## config.mk

```make
export PLATFORM = sky130hd
export DESIGN_NAME = command_frame_deframer_unit_flat
export DESIGN_NICKNAME = d
export VERILOG_FILES = /design/src/design/cfd_pkg.sv /design/src/design/cfd_stream_if.sv /design/src/design/cfd_parser.sv /design/src/design/command_frame_deframer_unit.sv /design/src/flat_wrapper.sv
export VERILOG_INCLUDE_DIRS = /design/src /design/src/design
export SDC_FILE = /design/constraint.sdc
export NUM_CORES = 1
export LEC_CHECK = 0
export CAP_MARGIN = 40
export CORE_UTILIZATION = 50
export DETAILED_ROUTE_END_ITERATION = 8
export DONT_BUFFER_PORTS = 1
export PLACE_DENSITY_LB_ADDON = 0.25
export SLEW_MARGIN = 20
export SYNTH_ARGS = -nofsm -noshare
export SYNTH_HDL_FRONTEND = slang
export SYNTH_SLANG_ARGS = --single-unit
export TNS_END_PERCENT = 10
```

## constraint.sdc

```tcl
create_clock -name clock -period 7.3 [get_ports clock]
set_clock_uncertainty 0.05 [all_clocks]
set_input_delay 1.825 -clock clock [delete_from_list [all_inputs] [get_ports clock]]
set_output_delay 1.825 -clock clock [all_outputs]
set_load 0.02 [all_outputs]
```

## src/design/command_frame_deframer_unit_defines.svh

```systemverilog
// assertion macros shared by the command frame deframer rtl
// no dependencies; included by the files that carry assertions
`ifndef COMMAND_FRAME_DEFRAMER_UNIT_DEFINES_SVH
`define COMMAND_FRAME_DEFRAMER_UNIT_DEFINES_SVH

// same-cycle implication, disabled while reset is high
`define CFD_ASSERT_SAME(label, clk, rst, ante, cons, msg) \
   label: assert property (@(posedge clk) disable iff (rst) (ante) |-> (cons)) \
      else $error(msg);

// next-cycle implication, disabled while reset is high
`define CFD_ASSERT_NEXT(label, clk, rst, ante, cons, msg) \
   label: assert property (@(posedge clk) disable iff (rst) (ante) |=> (cons)) \
      else $error(msg);

`endif

```

## src/design/cfd_pkg.sv

```systemverilog
// shared types, codes and constants of the command frame deframer
// no dependencies; used by the parser, the top level and the testbench
`default_nettype none

package cfd_pkg;

   // frame marker bytes
   localparam logic [7:0] START_BYTE = 8'h41;
   localparam logic [7:0] SYNC_BYTE  = 8'h54;

   // register reset values
   localparam logic [15:0] SEED_RESET       = 16'hAB34;
   localparam logic [15:0] TIMEOUT_RESET    = 16'd3000;
   localparam logic [31:0] MAX_LENGTH_RESET = 32'hFFFF_FFFF;

   // configuration register indexes
   localparam int unsigned CSR_INDEX_WIDTH = 2;
   localparam int unsigned CSR_DATA_WIDTH  = 32;
   localparam logic [CSR_INDEX_WIDTH-1:0] CSR_CHECKSUM_SEED = 2'd0;
   localparam logic [CSR_INDEX_WIDTH-1:0] CSR_TIMEOUT_TICKS = 2'd1;
   localparam logic [CSR_INDEX_WIDTH-1:0] CSR_MAX_LENGTH    = 2'd2;

   // input item kinds
   localparam logic MODE_BYTE = 1'b0;
   localparam logic MODE_TICK = 1'b1;

   // result item kinds
   localparam logic KIND_PAYLOAD   = 1'b0;
   localparam logic KIND_FRAME_END = 1'b1;

   // frame status codes
   localparam logic [1:0] STATUS_OK       = 2'd0;
   localparam logic [1:0] STATUS_BAD_SUM  = 2'd1;
   localparam logic [1:0] STATUS_TOO_LONG = 2'd2;
   localparam logic [1:0] STATUS_TIMEOUT  = 2'd3;

   typedef struct packed {
      logic       mode;
      logic [7:0] byte_value;
   } req_item_type;

   typedef struct packed {
      logic        item_kind;
      logic [7:0]  command_code;
      logic [7:0]  payload_byte;
      logic [31:0] payload_index;
      logic [31:0] frame_length;
      logic [1:0]  frame_status;
   } rsp_item_type;

   typedef struct packed {
      logic [15:0] checksum_seed;
      logic [15:0] timeout_ticks;
      logic [31:0] max_length;
   } cfg_type;

endpackage

`default_nettype wire

```

## src/design/cfd_stream_if.sv

```systemverilog
// valid/ready stream channel carrying one payload struct per transaction
// payload type comes from cfd_pkg at the instantiation site
`default_nettype none

interface cfd_stream_if #(parameter type payload_type = logic);
   logic        valid;
   logic        ready;
   payload_type payload;

   modport source (output valid, output payload, input ready);
   modport sink (input valid, input payload, output ready);
endinterface

`default_nettype wire

```

## src/design/cfd_parser.sv

```systemverilog
// frame parser: phase machine, checksum, length and tick counters
// depends on cfd_pkg; state advances only on cycles where enable is high
`default_nettype none

module cfd_parser (
   input  wire logic                  clock,
   input  wire logic                  reset,
   input  wire logic                  enable,
   input  wire cfd_pkg::req_item_type item,
   input  wire cfd_pkg::cfg_type      cfg,
   output logic                       res_valid,
   output cfd_pkg::rsp_item_type      res_item
);

   typedef enum logic [6:0] {
      PHASE_HUNT   = 7'b0000001,
      PHASE_WAIT_T = 7'b0000010,
      PHASE_CMD    = 7'b0000100,
      PHASE_LEN    = 7'b0001000,
      PHASE_DATA   = 7'b0010000,
      PHASE_SUM_HI = 7'b0100000,
      PHASE_SUM_LO = 7'b1000000
   } phase_type;

   phase_type   phase_ff, phase_in;
   logic [15:0] sum_ff, sum_in;
   logic [31:0] length_ff, length_in;
   logic [1:0]  len_count_ff, len_count_in;
   logic [31:0] data_count_ff, data_count_in;
   logic [7:0]  command_ff, command_in;
   logic [15:0] elapsed_ff, elapsed_in;

   logic        emit;
   logic        emit_kind;
   logic [7:0]  emit_byte;
   logic [1:0]  emit_status;
   logic [15:0] elapsed_sat;
   logic [15:0] sum_lo;

   assign elapsed_sat = (elapsed_ff == 16'hFFFF) ? elapsed_ff : elapsed_ff + 16'd1;
   assign sum_lo      = sum_ff - {8'h00, item.byte_value};

   // next state and result of the transaction in the input register
   always_comb begin
      phase_in      = phase_ff;
      sum_in        = sum_ff;
      length_in     = length_ff;
      len_count_in  = len_count_ff;
      data_count_in = data_count_ff;
      command_in    = command_ff;
      elapsed_in    = elapsed_ff;
      emit          = 1'b0;
      emit_kind     = cfd_pkg::KIND_FRAME_END;
      emit_byte     = 8'h00;
      emit_status   = cfd_pkg::STATUS_OK;

      if (item.mode == cfd_pkg::MODE_TICK) begin
         // tick: age an open frame, abort once the limit is reached
         if (phase_ff != PHASE_HUNT) begin
            elapsed_in = elapsed_sat;
            if (elapsed_sat >= cfg.timeout_ticks) begin
               phase_in = PHASE_HUNT;
               if (phase_ff != PHASE_WAIT_T) begin
                  emit        = 1'b1;
                  emit_status = cfd_pkg::STATUS_TIMEOUT;
               end
            end
         end
      end else begin
         case (phase_ff)
            PHASE_HUNT: begin
               if (item.byte_value == cfd_pkg::START_BYTE) begin
                  phase_in   = PHASE_WAIT_T;
                  elapsed_in = 16'd0;
               end
            end
            PHASE_WAIT_T: begin
               if (item.byte_value == cfd_pkg::SYNC_BYTE) begin
                  phase_in      = PHASE_CMD;
                  sum_in        = cfg.checksum_seed;
                  data_count_in = 32'd0;
                  length_in     = 32'd0;
                  len_count_in  = 2'd0;
                  command_in    = 8'h00;
               end else begin
                  phase_in = PHASE_HUNT;
               end
            end
            PHASE_CMD: begin
               command_in   = item.byte_value;
               sum_in       = sum_ff + {8'h00, item.byte_value};
               len_count_in = 2'd0;
               phase_in     = PHASE_LEN;
            end
            PHASE_LEN: begin
               // big-endian length, one byte per transaction
               sum_in    = sum_ff + {8'h00, item.byte_value};
               length_in = {length_ff[23:0], item.byte_value};
               if (len_count_ff == 2'd3) begin
                  len_count_in = 2'd0;
                  if (length_in > cfg.max_length) begin
                     phase_in    = PHASE_HUNT;
                     emit        = 1'b1;
                     emit_status = cfd_pkg::STATUS_TOO_LONG;
                  end else if (length_in != 32'd0) begin
                     phase_in = PHASE_DATA;
                  end else begin
                     phase_in = PHASE_SUM_HI;
                  end
               end else begin
                  len_count_in = len_count_ff + 2'd1;
               end
            end
            PHASE_DATA: begin
               sum_in        = sum_ff + {8'h00, item.byte_value};
               emit          = 1'b1;
               emit_kind     = cfd_pkg::KIND_PAYLOAD;
               emit_byte     = item.byte_value;
               data_count_in = data_count_ff + 32'd1;
               if (data_count_in == length_ff) begin
                  phase_in = PHASE_SUM_HI;
               end
            end
            PHASE_SUM_HI: begin
               sum_in   = sum_ff - {item.byte_value, 8'h00};
               phase_in = PHASE_SUM_LO;
            end
            PHASE_SUM_LO: begin
               sum_in      = sum_lo;
               phase_in    = PHASE_HUNT;
               emit        = 1'b1;
               emit_status = (sum_lo != 16'd0) ? cfd_pkg::STATUS_BAD_SUM : cfd_pkg::STATUS_OK;
            end
            default: begin
               phase_in = PHASE_HUNT;
            end
         endcase
      end
   end

   // result fields
   always_comb begin
      res_valid              = enable & emit;
      res_item.item_kind     = emit_kind;
      res_item.command_code  = command_ff;
      res_item.payload_byte  = emit_byte;
      res_item.payload_index = data_count_ff;
      res_item.frame_length  = length_in;
      res_item.frame_status  = emit_status;
   end

   // parser state
   always_ff @(posedge clock) begin
      if (reset) begin
         phase_ff      <= PHASE_HUNT;
         sum_ff        <= cfd_pkg::SEED_RESET;
         length_ff     <= 32'd0;
         len_count_ff  <= 2'd0;
         data_count_ff <= 32'd0;
         command_ff    <= 8'h00;
         elapsed_ff    <= 16'd0;
      end else if (enable) begin
         phase_ff      <= phase_in;
         sum_ff        <= sum_in;
         length_ff     <= length_in;
         len_count_ff  <= len_count_in;
         data_count_ff <= data_count_in;
         command_ff    <= command_in;
         elapsed_ff    <= elapsed_in;
      end
   end

endmodule

`default_nettype wire

```

## src/design/command_frame_deframer_unit.sv

```systemverilog
// command frame deframer top level: input register, parser, result register, csrs
// depends on cfd_pkg, cfd_stream_if, cfd_parser and the assertion macro header
//
//   channel   direction  handshake    payload
//   req_      in         valid/ready  mode, byte_value
//   rsp_      out        valid/ready  item_kind, command_code, payload_byte,
//                                     payload_index, frame_length, frame_status
//   csr_      in         write enable index, write data (32 bits)
//
// one transaction per clock sustained while rsp is not stalled; req reaches rsp through
// the input register, then the parser into the result register
// the input register advances whenever the result register is empty or being read
// rsp stalls back up through the input register to req_channel.ready
// synchronous reset returns the parser to hunting and csrs to their defaults
`default_nettype none
`include "command_frame_deframer_unit_defines.svh"

module command_frame_deframer_unit (
   input  wire logic                                    clock,
   input  wire logic                                    reset,
   cfd_stream_if.sink                                   req_channel,
   cfd_stream_if.source                                 rsp_channel,
   input  wire logic                                    csr_write_enable,
   input  wire logic [cfd_pkg::CSR_INDEX_WIDTH-1:0]     csr_index,
   input  wire logic [cfd_pkg::CSR_DATA_WIDTH-1:0]      csr_write_data
);

   cfd_pkg::cfg_type      cfg_ff;
   logic                  in_valid_ff;
   cfd_pkg::req_item_type in_item_ff;
   logic                  rsp_valid_ff, rsp_valid_in;
   cfd_pkg::rsp_item_type rsp_item_ff;
   logic                  process;
   logic                  res_valid;
   cfd_pkg::rsp_item_type res_item;

   // pipeline advance
   assign process           = in_valid_ff & (~rsp_valid_ff | rsp_channel.ready);
   assign req_channel.ready = ~in_valid_ff | process;
   assign rsp_valid_in      = process ? res_valid : (rsp_valid_ff & ~rsp_channel.ready);

   // configuration registers
   always_ff @(posedge clock) begin
      if (reset) begin
         cfg_ff.checksum_seed <= cfd_pkg::SEED_RESET;
         cfg_ff.timeout_ticks <= cfd_pkg::TIMEOUT_RESET;
         cfg_ff.max_length    <= cfd_pkg::MAX_LENGTH_RESET;
      end else if (csr_write_enable) begin
         case (csr_index)
            cfd_pkg::CSR_CHECKSUM_SEED: cfg_ff.checksum_seed <= csr_write_data[15:0];
            cfd_pkg::CSR_TIMEOUT_TICKS: cfg_ff.timeout_ticks <= csr_write_data[15:0];
            cfd_pkg::CSR_MAX_LENGTH:    cfg_ff.max_length    <= csr_write_data[31:0];
            default: begin
            end
         endcase
      end
   end

   // input register
   always_ff @(posedge clock) begin
      if (reset) begin
         in_valid_ff <= 1'b0;
      end else if (req_channel.ready) begin
         in_valid_ff <= req_channel.valid;
      end
   end

   always_ff @(posedge clock) begin
      if (req_channel.valid && req_channel.ready) begin
         in_item_ff <= req_channel.payload;
      end
   end

   cfd_parser u_parser (
      .clock     (clock),
      .reset     (reset),
      .enable    (process),
      .item      (in_item_ff),
      .cfg       (cfg_ff),
      .res_valid (res_valid),
      .res_item  (res_item)
   );

   // result register
   always_ff @(posedge clock) begin
      if (reset) begin
         rsp_valid_ff <= 1'b0;
      end else begin
         rsp_valid_ff <= rsp_valid_in;
      end
   end

   always_ff @(posedge clock) begin
      if (process) begin
         rsp_item_ff <= res_item;
      end
   end

   assign rsp_channel.valid   = rsp_valid_ff;
   assign rsp_channel.payload = rsp_item_ff;

   // checks
   `CFD_ASSERT_NEXT(a_accept_fills_input, clock, reset, req_channel.valid && req_channel.ready, in_valid_ff, "accepted transaction did not reach the input register")
   `CFD_ASSERT_NEXT(a_stalled_input_holds, clock, reset, in_valid_ff && !process, in_valid_ff && $stable(in_item_ff), "stalled input register changed")
   `CFD_ASSERT_SAME(a_result_needs_process, clock, reset, res_valid, process, "parser produced a result without advancing")
   `CFD_ASSERT_SAME(a_payload_in_range, clock, reset, res_valid && res_item.item_kind == cfd_pkg::KIND_PAYLOAD, res_item.payload_index < res_item.frame_length && res_item.frame_status == cfd_pkg::STATUS_OK, "payload result outside declared length")

endmodule

`default_nettype wire

```

## src/flat_wrapper.sv

```systemverilog
// flat-port wrapper written by rule: the top's interface ports become plain ports
module command_frame_deframer_unit_flat import cfd_pkg::*;
  (clock, reset, csr_write_enable, csr_index, csr_write_data, req_channel_valid, req_channel_payload, req_channel_ready, rsp_channel_valid, rsp_channel_payload, rsp_channel_ready);
  cfd_stream_if #(.payload_type(req_item_type)) req_channel_i ();
  cfd_stream_if #(.payload_type(rsp_item_type)) rsp_channel_i ();
  input  wire logic clock;
  input  wire logic reset;
  input  wire logic csr_write_enable;
  input  wire logic [cfd_pkg::CSR_INDEX_WIDTH-1:0] csr_index;
  input  wire logic [cfd_pkg::CSR_DATA_WIDTH-1:0] csr_write_data;
  input wire logic [$bits(req_channel_i.valid)-1:0] req_channel_valid;
  input wire logic [$bits(req_channel_i.payload)-1:0] req_channel_payload;
  output wire logic [$bits(req_channel_i.ready)-1:0] req_channel_ready;
  output wire logic [$bits(rsp_channel_i.valid)-1:0] rsp_channel_valid;
  output wire logic [$bits(rsp_channel_i.payload)-1:0] rsp_channel_payload;
  input wire logic [$bits(rsp_channel_i.ready)-1:0] rsp_channel_ready;
  assign req_channel_i.valid = req_channel_valid;
  assign req_channel_i.payload = req_channel_payload;
  assign req_channel_ready = req_channel_i.ready;
  assign rsp_channel_valid = rsp_channel_i.valid;
  assign rsp_channel_payload = rsp_channel_i.payload;
  assign rsp_channel_i.ready = rsp_channel_ready;
  command_frame_deframer_unit u_core (.clock(clock), .reset(reset), .req_channel(req_channel_i), .rsp_channel(rsp_channel_i), .csr_write_enable(csr_write_enable), .csr_index(csr_index), .csr_write_data(csr_write_data));
endmodule
```

# After elaboration in Yosys (flattened, before gate mapping)
# Cells that the tools add are included.
dict set report totals {
  register_bits 271
  latchBits 0
  ramBits 0
  mem_bits_ro 0
  wordCells 126
  n_memories 0
}
dict set report op_classes {
  addsub 6
  n_mul 0
  div_mod_pow 0
  magnitude_cmp 2
  n_eq_ne 22
  shift 0
  mux 44
  bitwise_logic 10
  reduce_logical 22
}
# operator count
set op_table {}
lappend op_table {{$pmux W32 S2} 2}
lappend op_table {{$mux W16} 6}
lappend op_table {{$mux W32} 3}
lappend op_table {{$pmux W16 S4} 1}
lappend op_table {{$mux W7} 6}
lappend op_table {{$pmux W7 S6} 1}
lappend op_table {{$add A32 B1 Y32 const B} 1}
lappend op_table {{$eq A32 B32 Y1} 1}
lappend op_table {{$gt A32 B32 Y1} 1}
lappend op_table {{$reduce_bool A32 Y1} 1}
lappend op_table {{$reduce_and A4 Y1} 5}
lappend op_table {{$add A16 B1 Y16 const B} 1}
lappend op_table {{$add A16 B8 Y16} 1}
lappend op_table {{$eq A16 B16 Y1 const B} 1}
lappend op_table {{$eq A8 B7 Y1 const B} 2}
lappend op_table {{$ge A16 B16 Y1} 1}
lappend op_table {{$mux W2} 8}
lappend op_table {{$pmux W8 S2} 1}
lappend op_table {{$reduce_bool A16 Y1} 1}
lappend op_table {{$sub A16 B16 Y16} 1}
lappend op_table {{$sub A16 B8 Y16} 1}
lappend op_table {{$mux W6} 2}
lappend op_table {{$mux W1} 9}
lappend op_table {{$ne A3 B2 Y1 const B} 3}
lappend op_table {{30 further kinds} 46}

# Longest topological paths before layout
# Gate-level depths: netlist of the first run.
dict set report depth {
  ltp_word 8
  mapped_depth 16
}

# Hierarchy
# From an unflattened synthesis of the first run, not the netlist that was laid out.
dict set report unflattened {
  cells_unflattened 1679
  hier_area_um2 15275.9
}
# module n_inst cells_each area_each_um2
set by_module_without_submodules {}
lappend by_module_without_submodules {cfd_parser 1 1318 9880.7}
lappend by_module_without_submodules {command_frame_deframer_unit 1 361 5395.2}

# Worst setup path after synthesis of the first run
# Ideal clock, no wire load.
dict set report synth_timing {
  kind {in2reg}
  startpoint {input rsp_channel_ready}
  endpoint {register u_core.u_parser.length_ff[10]}
  setup_ns 0.065
  t_arrival_ns 5.092
  t_required_ns 7.185
  setup_slack_ns 2.092
  stages 8
  path_buffers 2
  cell_sequence {nand2b_1 -> nand2_1 -> clkinv_1 -> nand2b_1 -> clkbuf_1 -> clkbuf_1 -> a22oi_1 -> nor2_1}
}
dict set report synth_between {
  elab_chain_len 2
}
# element line
set synth_lines {}
lappend synth_lines {{start, declared} flat_wrapper.sv:16} ;# input wire logic [$bits(rsp_channel_i.ready)-1:0] rsp_channel_ready;
lappend synth_lines {{$or A1 B1 Y1} command_frame_deframer_unit.sv:38} ;# assign process = in_valid_ff & (~rsp_valid_ff | rsp_channel.ready);
lappend synth_lines {{$and A1 B1 Y1} command_frame_deframer_unit.sv:38}
lappend synth_lines {{net u_core.process} command_frame_deframer_unit.sv:33} ;# logic process;
lappend synth_lines {{end signal, assigned} cfd_parser.sv:165} ;# length_ff <= length_in;
lappend synth_lines {{end, declared} cfd_parser.sv:27} ;# logic [31:0] length_ff, length_in;
# The timed path passes the listed nets, and every way through them passes these cells.
# A chain may end at the register's enable or synchronous reset.

# Worst setup path in the final report of the first run
dict set report layout_timing {
  startpoint {register u_core.u_parser.elapsed_ff[0]}
  endpoint {register u_core.u_parser.phase_ff[1]}
}
dict set report layout_between {
  elab_chain_len 5
  word_cells_on_any_way 6
  classes_between {add/sub: 1; order compare: 1; eq/ne: 2; mux: 1; reduce/logical: 1}
}
# element line
set layout_lines {}
lappend layout_lines {{start, declared} cfd_parser.sv:31} ;# logic [15:0] elapsed_ff, elapsed_in;
lappend layout_lines {{start signal, assigned} cfd_parser.sv:169} ;# elapsed_ff <= elapsed_in;
lappend layout_lines {{$add A16 B1 Y16 / $eq A16 B16 Y1 (equally long branches)} cfd_parser.sv:40} ;# assign elapsed_sat = (elapsed_ff == 16'hFFFF) ? elapsed_ff : elapsed_ff + 16'd1;
lappend layout_lines {{$mux W16 (*)} cfd_parser.sv:40}
lappend layout_lines {{$ge A16 B16 Y1 (*)} cfd_parser.sv:61} ;# if (elapsed_sat >= cfg.timeout_ticks) begin
lappend layout_lines {{$ne A2 B2 Y1 (no line) (*)} n/a}
lappend layout_lines {{$reduce_and A6 Y1 (no line) (*)} n/a}
lappend layout_lines {{end signal, assigned} cfd_parser.sv:163} ;# phase_ff <= phase_in;
lappend layout_lines {{end, declared} cfd_parser.sv:25} ;# phase_type phase_ff, phase_in;
# Every way passes the cells marked *; elsewhere a longest branch is shown, timed or not.

==> flow_summary_export.csv, run 1 <==
group,metric,value,unit
power_and_ir_drop,p_comb_share,5.0,%
floorplanning,dieArea,30000,sq um
global_route,antenna_found_initial,1,
logic_synthesis,ys_seq_area_share,43.4,%
power_and_ir_drop,ir_worst_vdd,184,uV
logic_synthesis,synthFlopType,"dfxtp_1",
floorplanning,ios,133,
power_and_ir_drop,switching_power,777,uW
clock_tree,cts_sinks,271,
worst_setup_path,ff2ff_setup_slack,2.76,ns
final_layout,final_area,16000,sq um
run,max_cap_violations,0,
worst_setup_path,slowest_delay,0.61,ns
global_route,grt_pass1_wl,66000,um
timing,slew_headroom,43.7,%
worst_setup_path,rr_worst_depth,16,
global_route,grt_overflow_total,0,
clock_tree,clock_latency,0.57,ns
logic_synthesis,syn_inst,1641,
routing,postRouteAntennaNets,0,
timing,finalCriticalPeriod,4.54,ns
clock_tree,clk_pin_slew,0.06,ns
worst_setup_path,path_cells,"ha_1, inv_1, nor4_1, nand3_1, nand4_1, nor2_1, nand3_1, xnor2_1, ha_1, nand4_1, nor2_1, o21ai_0, o211ai_1, nand3_1, o211a_4, mux2_4",
floorplanning,start_util,50.8,%
worst_setup_path,critPathSlowestCell,"nor4_1",
timing,worstMarginPinSlew,0.837,ns
floorplanning,die_w,173,um
clock_tree,cts-root-buf,"clkbuf_16",
clock_tree,post_cts_buffers,0,
timing,drv_slew,0,
timing,fmax,0.220,GHz
worst_hold_path,min_to,"u_core.rsp_channel.payload[79]",
worst_setup_path,start_kind,"register",
floorplanning,core,28800,sq um
worst_setup_path,r2r_start,"u_core.u_parser.elapsed_ff[0]",
routing,routed_wl,42400,um
timing,finalHoldViolCount,0,
logic_synthesis,synth_cell_type_count,81,
final_layout,finalCoreUtilization,55.6,%
routing,drc,0,
power_and_ir_drop,p_int,2580,uW
worst_setup_path,cp_max_fo,12,
placed_design,portBuffers,0,
floorplanning,die_h,173,um
logic_synthesis,synth_seq_cells,271,
power_and_ir_drop,leakage,0.00627,uW
worst_setup_path,critPathRequiredTime,7.70,ns
power_and_ir_drop,power_density,210,nW/um^2
final_layout,instances_no_fill,2008,
placed_design,post-dp-hpwl,30000,um
worst_setup_path,criticalPathCategory,"reg -> reg",
clock_tree,h-tree-depth,1,
worst_hold_path,hp-class,"reg -> reg",
placed_design,dp_cells,1953,
logic_synthesis,syn_avg_cell_area,8.92,sq um
logic_synthesis,syn_nets,1766,
routing,drtIter0Drc,1360,
placed_design,placed_area,15000,sq um
worst_setup_path,crit_top_cell,"nand3_1",
timing,finalSetupTns,0,ns
outcome,status,"complete, no violations",
clock_tree,cts_resized,0,
final_layout,nets,1726,
global_route,grtUsageTotal,27.8,%
logic_synthesis,ys_warn_count,0,
clock_tree,holdBufCountCts,0,
global_route,grt_max_degree,175,
timing,report.final.setup_viol,0,
clock_tree,cts_buffer_depth,3,
worst_hold_path,worstHoldStart,"u_core.u_parser.command_ff[5]",
floorplanning,rows,62,
worst_setup_path,critPathArrivalTime,4.95,ns
clock_tree,cts_tree,"built",
power_and_ir_drop,seqPwrFrac,48.0,%
power_and_ir_drop,p_sw_share,23.1,%
logic_synthesis,synth-edff-count,92,
timing,fin_crit_sh,62.2,%
logic_synthesis,async_flop_share,0,%
final_layout,drive_gt1_share,5.85,%
timing,rsz0062_at_grt,"no",
worst_setup_path,end_kind,"register",
routing,viasPerCell,6.21,
routing,vias,12500,
placed_design,gp_congestion,0.972,
logic_synthesis,synth_area,14600,sq um
worst_hold_path,holdPathStages,0,
power_and_ir_drop,pwr-share-clk,47.0,%
worst_setup_path,r2r-end,"u_core.u_parser.phase_ff[1]",
routing,dr.pass1.iters,6,
routing,wl_per_cell,21.1,um
global_route,grt_pass1_vias,11700,
final_layout,syn_to_final_growth,9.41,%
clock_tree,numCtsBuffers,29,
==> worst max-delay path, delay by kind of cell, from the launching register on <==
kind / cells / cell delay, ns
AND/OR/NAND/NOR: 8 / 2.26
AO/OA/AOI/OAI: 3 / 0.67
adder cells (fa/ha/maj): 2 / 0.55
flip-flops: 1 / 0.44
multiplexers: 1 / 0.29
XOR/XNOR: 1 / 0.08
buffers and inverters: 1 / 0.07
==> cell usage after synthesis, drive strengths merged (35+ instances only) <==
cell type  number  area (sq um)
nor2          183           687
dfxtp         179          3580
nand2         147           552
a21oi         129           646
edfxtp         92          2760
clkbuf         86           323
inv            77           289
ha             74           926
o21ai          73           365
nand3          48           240
xnor2          46           403
a22oi          41           308
a211o          40           350
nor3           35           180
==> layout by cell type, fill, tap and decap left out, types with 31 or more instances in the layout <==
| cell | n |
|---|---|
| edfxtp_1 | 92 |
| ha_1 | 74 |
| inv_1 | 77 |
| xnor2_1 | 46 |
| nor2_1 | 181 |
| o21ai_0 | 72 |
| dfxtp_1 | 179 |
| nand2_1 | 147 |
| nand3_1 | 48 |
| a21oi_1 | 129 |
| a22oi_1 | 41 |
| a211o_1 | 40 |
| nor3_1 | 34 |
| a22o_1 | 31 |
==> metrics by stage <==
step           total power (uW)  worst slack, ns  hold WS, ns
2_1_floorplan              1770             2.09        0.353
3_3_place_gp               1810             2.95        0.366
3_5_place_dp               1810             2.84        0.381
4_1_cts                    3380             2.80        0.393
5_1_grt                    3460             2.31        0.402
6_report                   3360             2.76        0.388
==> flip-flops by register name, indices dropped and copies added, names as in the netlist <==
name                           flops
u_core.u_parser.phase_ff           7
u_core.in_item_ff                  9
u_core.u_parser.sum_ff            16
u_core.u_parser.len_count_ff       2
u_core.u_parser.command_ff         8
u_core.cfg_ff                     64
u_core.rsp_channel.payload        83
u_core.u_parser.elapsed_ff        16
u_core.in_valid_ff                 1
u_core.u_parser.length_ff         32
u_core.rsp_channel.valid           1
u_core.u_parser.data_count_ff     32
==> per-layer routing <==
layer / global-route usage [%] / share of wire (%) / vias up
met3: 5.01 / 7.5 / 118
met1: 36.3 / 42 / 5927
met2: 45.1 / 46 / 504
li1: - / - / 5927
met5: 0 / 0 / -
met4: 12.0 / 4.5 / 0
==> kinds of logic after synthesis <==
family | Yosys count | share of synthesized area, %
multiplexers | 10 | 0.770
buffers and inverters | 178 | 4.66
XOR/XNOR | 73 | 4.37
AO/OA/AOI/OAI | 435 | 20.1
flip-flops | 271 | 43.4
AND/OR/NAND/NOR | 597 | 20.0
adder cells (fa/ha/maj) | 77 | 6.74
==> power groups by stage <==
stage | logic (uW) | clock network (uW) | registers (uW)
floorplan | 130 | 0 | 1640
global placement | 162 | 0 | 1640
detailed placement | 167 | 0 | 1640
CTS | 168 | 1600 | 1610
global route | 187 | 1660 | 1610
finish | 169 | 1580 | 1610
==> area by class of cell <==
class	instances	area [sq um]
Fill cell	2629	12800
Clock inverter	18	246
Tap cell	384	480
Sequential cell	271	6350
Timing Repair Buffer	28	255
Antenna cell	1	2.50
Multi-Input combinational cell	1192	7610
Clock buffer	35	769
Inverter	79	298
==> worst max path at each step <==
stage                                  start                             to  slack (ns)  depth (start not counted)
2_1_floorplan              rsp_channel_ready  u_core.u_parser.length_ff[10]        2.09                          8
3_3_place_gp               rsp_channel_ready              req_channel_ready        2.95                          2
3_5_place_dp   u_core.u_parser.elapsed_ff[0]    u_core.u_parser.phase_ff[6]        2.84                         16
4_1_cts        u_core.u_parser.elapsed_ff[0]    u_core.u_parser.phase_ff[6]        2.80                         16
5_1_grt        u_core.u_parser.elapsed_ff[0]    u_core.u_parser.phase_ff[6]        2.31                         16
6_report       u_core.u_parser.elapsed_ff[0]    u_core.u_parser.phase_ff[1]        2.76                         16
(Power assumes the default switching activity.)
==> inputs of run 2 (changes only) <==
clock period = 4.2 ns   (was 7.3 ns; I/O delays follow)
==> run 2 against run 1 <==
  * Global-route usage is 0.34 points higher
  * Sequential power grew 74%
  * Combinational power increased by 76%
  * Via count increased by 1.2%
  * Sequential cell count stayed put
  * Hold slack worse by 0.0016 ns
  * Clock power up 67%
  * Final area rose by 0.53%
  * Clock-buffer cell count grew 3
  * Maximum frequency increased by 23%
  * Largest cell class unchanged
==> flow_summary_export.csv, run 2 (synthesis results as in run 1) <==
group,metric,value,unit
outcome,status,"complete, no violations",
worst_setup_path,critPathArrivalTime,4.07,ns
floorplanning,rows,62,
worst_setup_path,end_kind,"register",
power_and_ir_drop,leakage,0.00635,uW
timing,slew_headroom,43.3,%
run,max_cap_violations,0,
placed_design,gp_congestion,0.965,
final_layout,largest_register_ffs,83,
floorplanning,core,28800,sq um
clock_tree,numCtsBuffers,29,
final_layout,fillers,2600,
clock_tree,clock_latency,0.56,ns
routing,drc,0,
worst_setup_path,crit_family,"simple AND/OR/NAND/NOR gates",
power_and_ir_drop,ir_worst_vdd,283,uV
routing,drtIter0Drc,1231,
power_and_ir_drop,p_sw_share,22.6,%
timing,rsz0062_at_grt,"no",
routing,dr.pass1.iters,6,
floorplanning,ios,133,
worst_setup_path,rr_worst_depth,17,
power_and_ir_drop,p_int,4450,uW
placed_design,portBuffers,0,
floorplanning,die_w,173,um
timing,fin_crit_sh,87.6,%
power_and_ir_drop,power_density,357,nW/um^2
global_route,grt_max_degree,175,
global_route,antenna_found_initial,1,
power_and_ir_drop,pwr-share-clk,46.0,%
placed_design,dp_slack,0.563,ns
clock_tree,h-tree-depth,1,
worst_setup_path,crit_top_cell,"nand3_1",
final_layout,syn_to_final_growth,9.99,%
clock_tree,cts_resized,0,
timing,worstMarginPinSlew,0.847,ns
routing,postRouteAntennaNets,0,
worst_setup_path,cp_max_fo,6,
worst_setup_path,path_cells,"ha_1, inv_1, nor4_1, buf_4, nand3_1, nand4_1, nor2_1, nand3_1, xnor2_1, ha_1, nand4_1, nor2_1, o21ai_0, o211ai_1, nand3_1, o211a_4, mux2_4",
timing,finalWorstSetupSlack,0.523,ns
worst_setup_path,r2r_start,"u_core.u_parser.elapsed_ff[0]",
worst_setup_path,crit_cells,17,
clock_tree,cts_buffer_depth,3,
power_and_ir_drop,switching_power,1300,uW
timing,drv_slew,0,
routing,routed_wl,43100,um
clock_tree,clk_pin_slew,0.06,ns
clock_tree,cts_tree,"built",
placed_design,post-dp-hpwl,30600,um
timing,finalHoldViolCount,0,
timing,finalSetupTns,0,ns
worst_setup_path,criticalPathCategory,"reg -> reg",
floorplanning,start_util,50.8,%
worst_setup_path,critPathRequiredTime,4.59,ns
worst_setup_path,r2r-end,"u_core.u_parser.phase_ff[6]",
routing,vias,12600,
final_layout,layout_commonest_cell,"nor2_1",
floorplanning,dieArea,30000,sq um
worst_setup_path,start_kind,"register",
worst_setup_path,slowest_delay,0.43,ns
final_layout,nets,1743,
timing,fmax,0.272,GHz
timing,report.final.setup_viol,0,
worst_setup_path,critPathSlowestCell,"dfxtp_1",
power_and_ir_drop,seqPwrFrac,48.8,%
worst_setup_path,crit_path_end,"u_core.u_parser.phase_ff[6]",
global_route,grt_pass1_vias,11700,
final_layout,layout_common_cells,"182 x nor2_1, 179 x dfxtp_1, 147 x nand2_1, 129 x a21oi_1, 92 x edfxtp_1",
timing,finalCriticalPeriod,3.68,ns
worst_hold_path,hp-class,"reg -> reg",
clock_tree,holdBufCountCts,0,
worst_setup_path,crit_path_start,"u_core.u_parser.elapsed_ff[0]",
global_route,grt_pass1_wl,67000,um
clock_tree,cts_sinks,271,
power_and_ir_drop,p_comb_share,5.2,%
clock_tree,post_cts_buffers,0,
floorplanning,die_h,173,um
worst_setup_path,ff2ff_setup_slack,0.52,ns
routing,viasPerCell,6.23,
global_route,grt_overflow_total,0,
final_layout,drive_gt1_share,6.83,%
global_route,grtUsageTotal,28.1,%
routing,wl_per_cell,21.3,um
clock_tree,cts-root-buf,"clkbuf_16",
worst_setup_path,cp_num_buf_inv,2,
[run 2: changes by cell type in the layout (fill, tap and decap cells not counted), moves of 2 or more]
cell,delta
clkinv_2,+6
inv_4,-2
clkinv_1,-2
buf_4,+19
clkbuf_8,+2
[run 2: layout make-up]
| class | instances | area, sq um | share of cell area [%] |
|---|---|---|---|
| inverters | 79 | 298 | 1.85 |
| well taps | 384 | 480 | 2.99 |
| repair buffers | 45 | 379 | 2.36 |
| clock inverters | 15 | 179 | 1.11 |
| flip-flops and latches | 271 | 6350 | 39.4 |
| clock buffers | 38 | 801 | 4.98 |
| diodes | 1 | 2.50 | 0.0155 |
| multi-input cells | 1192 | 7610 | 47.3 |
[run 2: routing by layer]
layer	up-vias	track usage, %	routed length (um)
met5	-	0	0
met4	0	9.99	1470
met3	94	4.86	3340
met2	590	46.3	20200
met1	5980	37.1	18100
li1	5956	-	-
[run 2: power groups by stage]
| stage | Clock, uW | Sequential, uW | Combinational (uW) |
|---|---|---|---|
| 3_5_place_dp | 0 | 2860 | 292 |
| 3_3_place_gp | 0 | 2860 | 280 |
| 4_1_cts | 2680 | 2800 | 293 |
| 5_1_grt | 2780 | 2810 | 331 |
| 6_report | 2640 | 2800 | 297 |
| 2_1_floorplan | 0 | 2850 | 226 |
[run 2: stage by stage]
| step | hold WS, ns | instances | power (uW) | utilization (%) | instance area (sq um) |
|---|---|---|---|---|---|
| 2_1_floorplan | 0.353 | 1641 | 3080 | - | 14600 |
| 3_3_place_gp | 0.367 | 1965 | 3140 | 52.2 | 15000 |
| 3_5_place_dp | 0.369 | 1970 | 3150 | 52.5 | 15100 |
| 4_1_cts | 0.384 | 2023 | 5780 | 55.9 | 16100 |
| 5_1_grt | 0.400 | 2025 | 5920 | 55.9 | 16100 |
| 6_report | 0.386 | 2025 | 5740 | 55.9 | 16100 |
[run 2: worst min-delay path by stage]
stage | from | endpoint | slack [ns] | cells after the start
4_1_cts | u_core.u_parser.command_ff[2] | u_core.rsp_channel.payload[76] | 0.38 | 0
3_3_place_gp | u_core.u_parser.command_ff[2] | u_core.rsp_channel.payload[76] | 0.37 | 0
6_report | u_core.u_parser.command_ff[2] | u_core.rsp_channel.payload[76] | 0.39 | 0
5_1_grt | u_core.u_parser.command_ff[2] | u_core.rsp_channel.payload[76] | 0.40 | 0
2_1_floorplan | u_core.u_parser.data_count_ff[3] | u_core.rsp_channel.payload[37] | 0.35 | 0
3_5_place_dp | u_core.u_parser.command_ff[2] | u_core.rsp_channel.payload[76] | 0.37 | 0
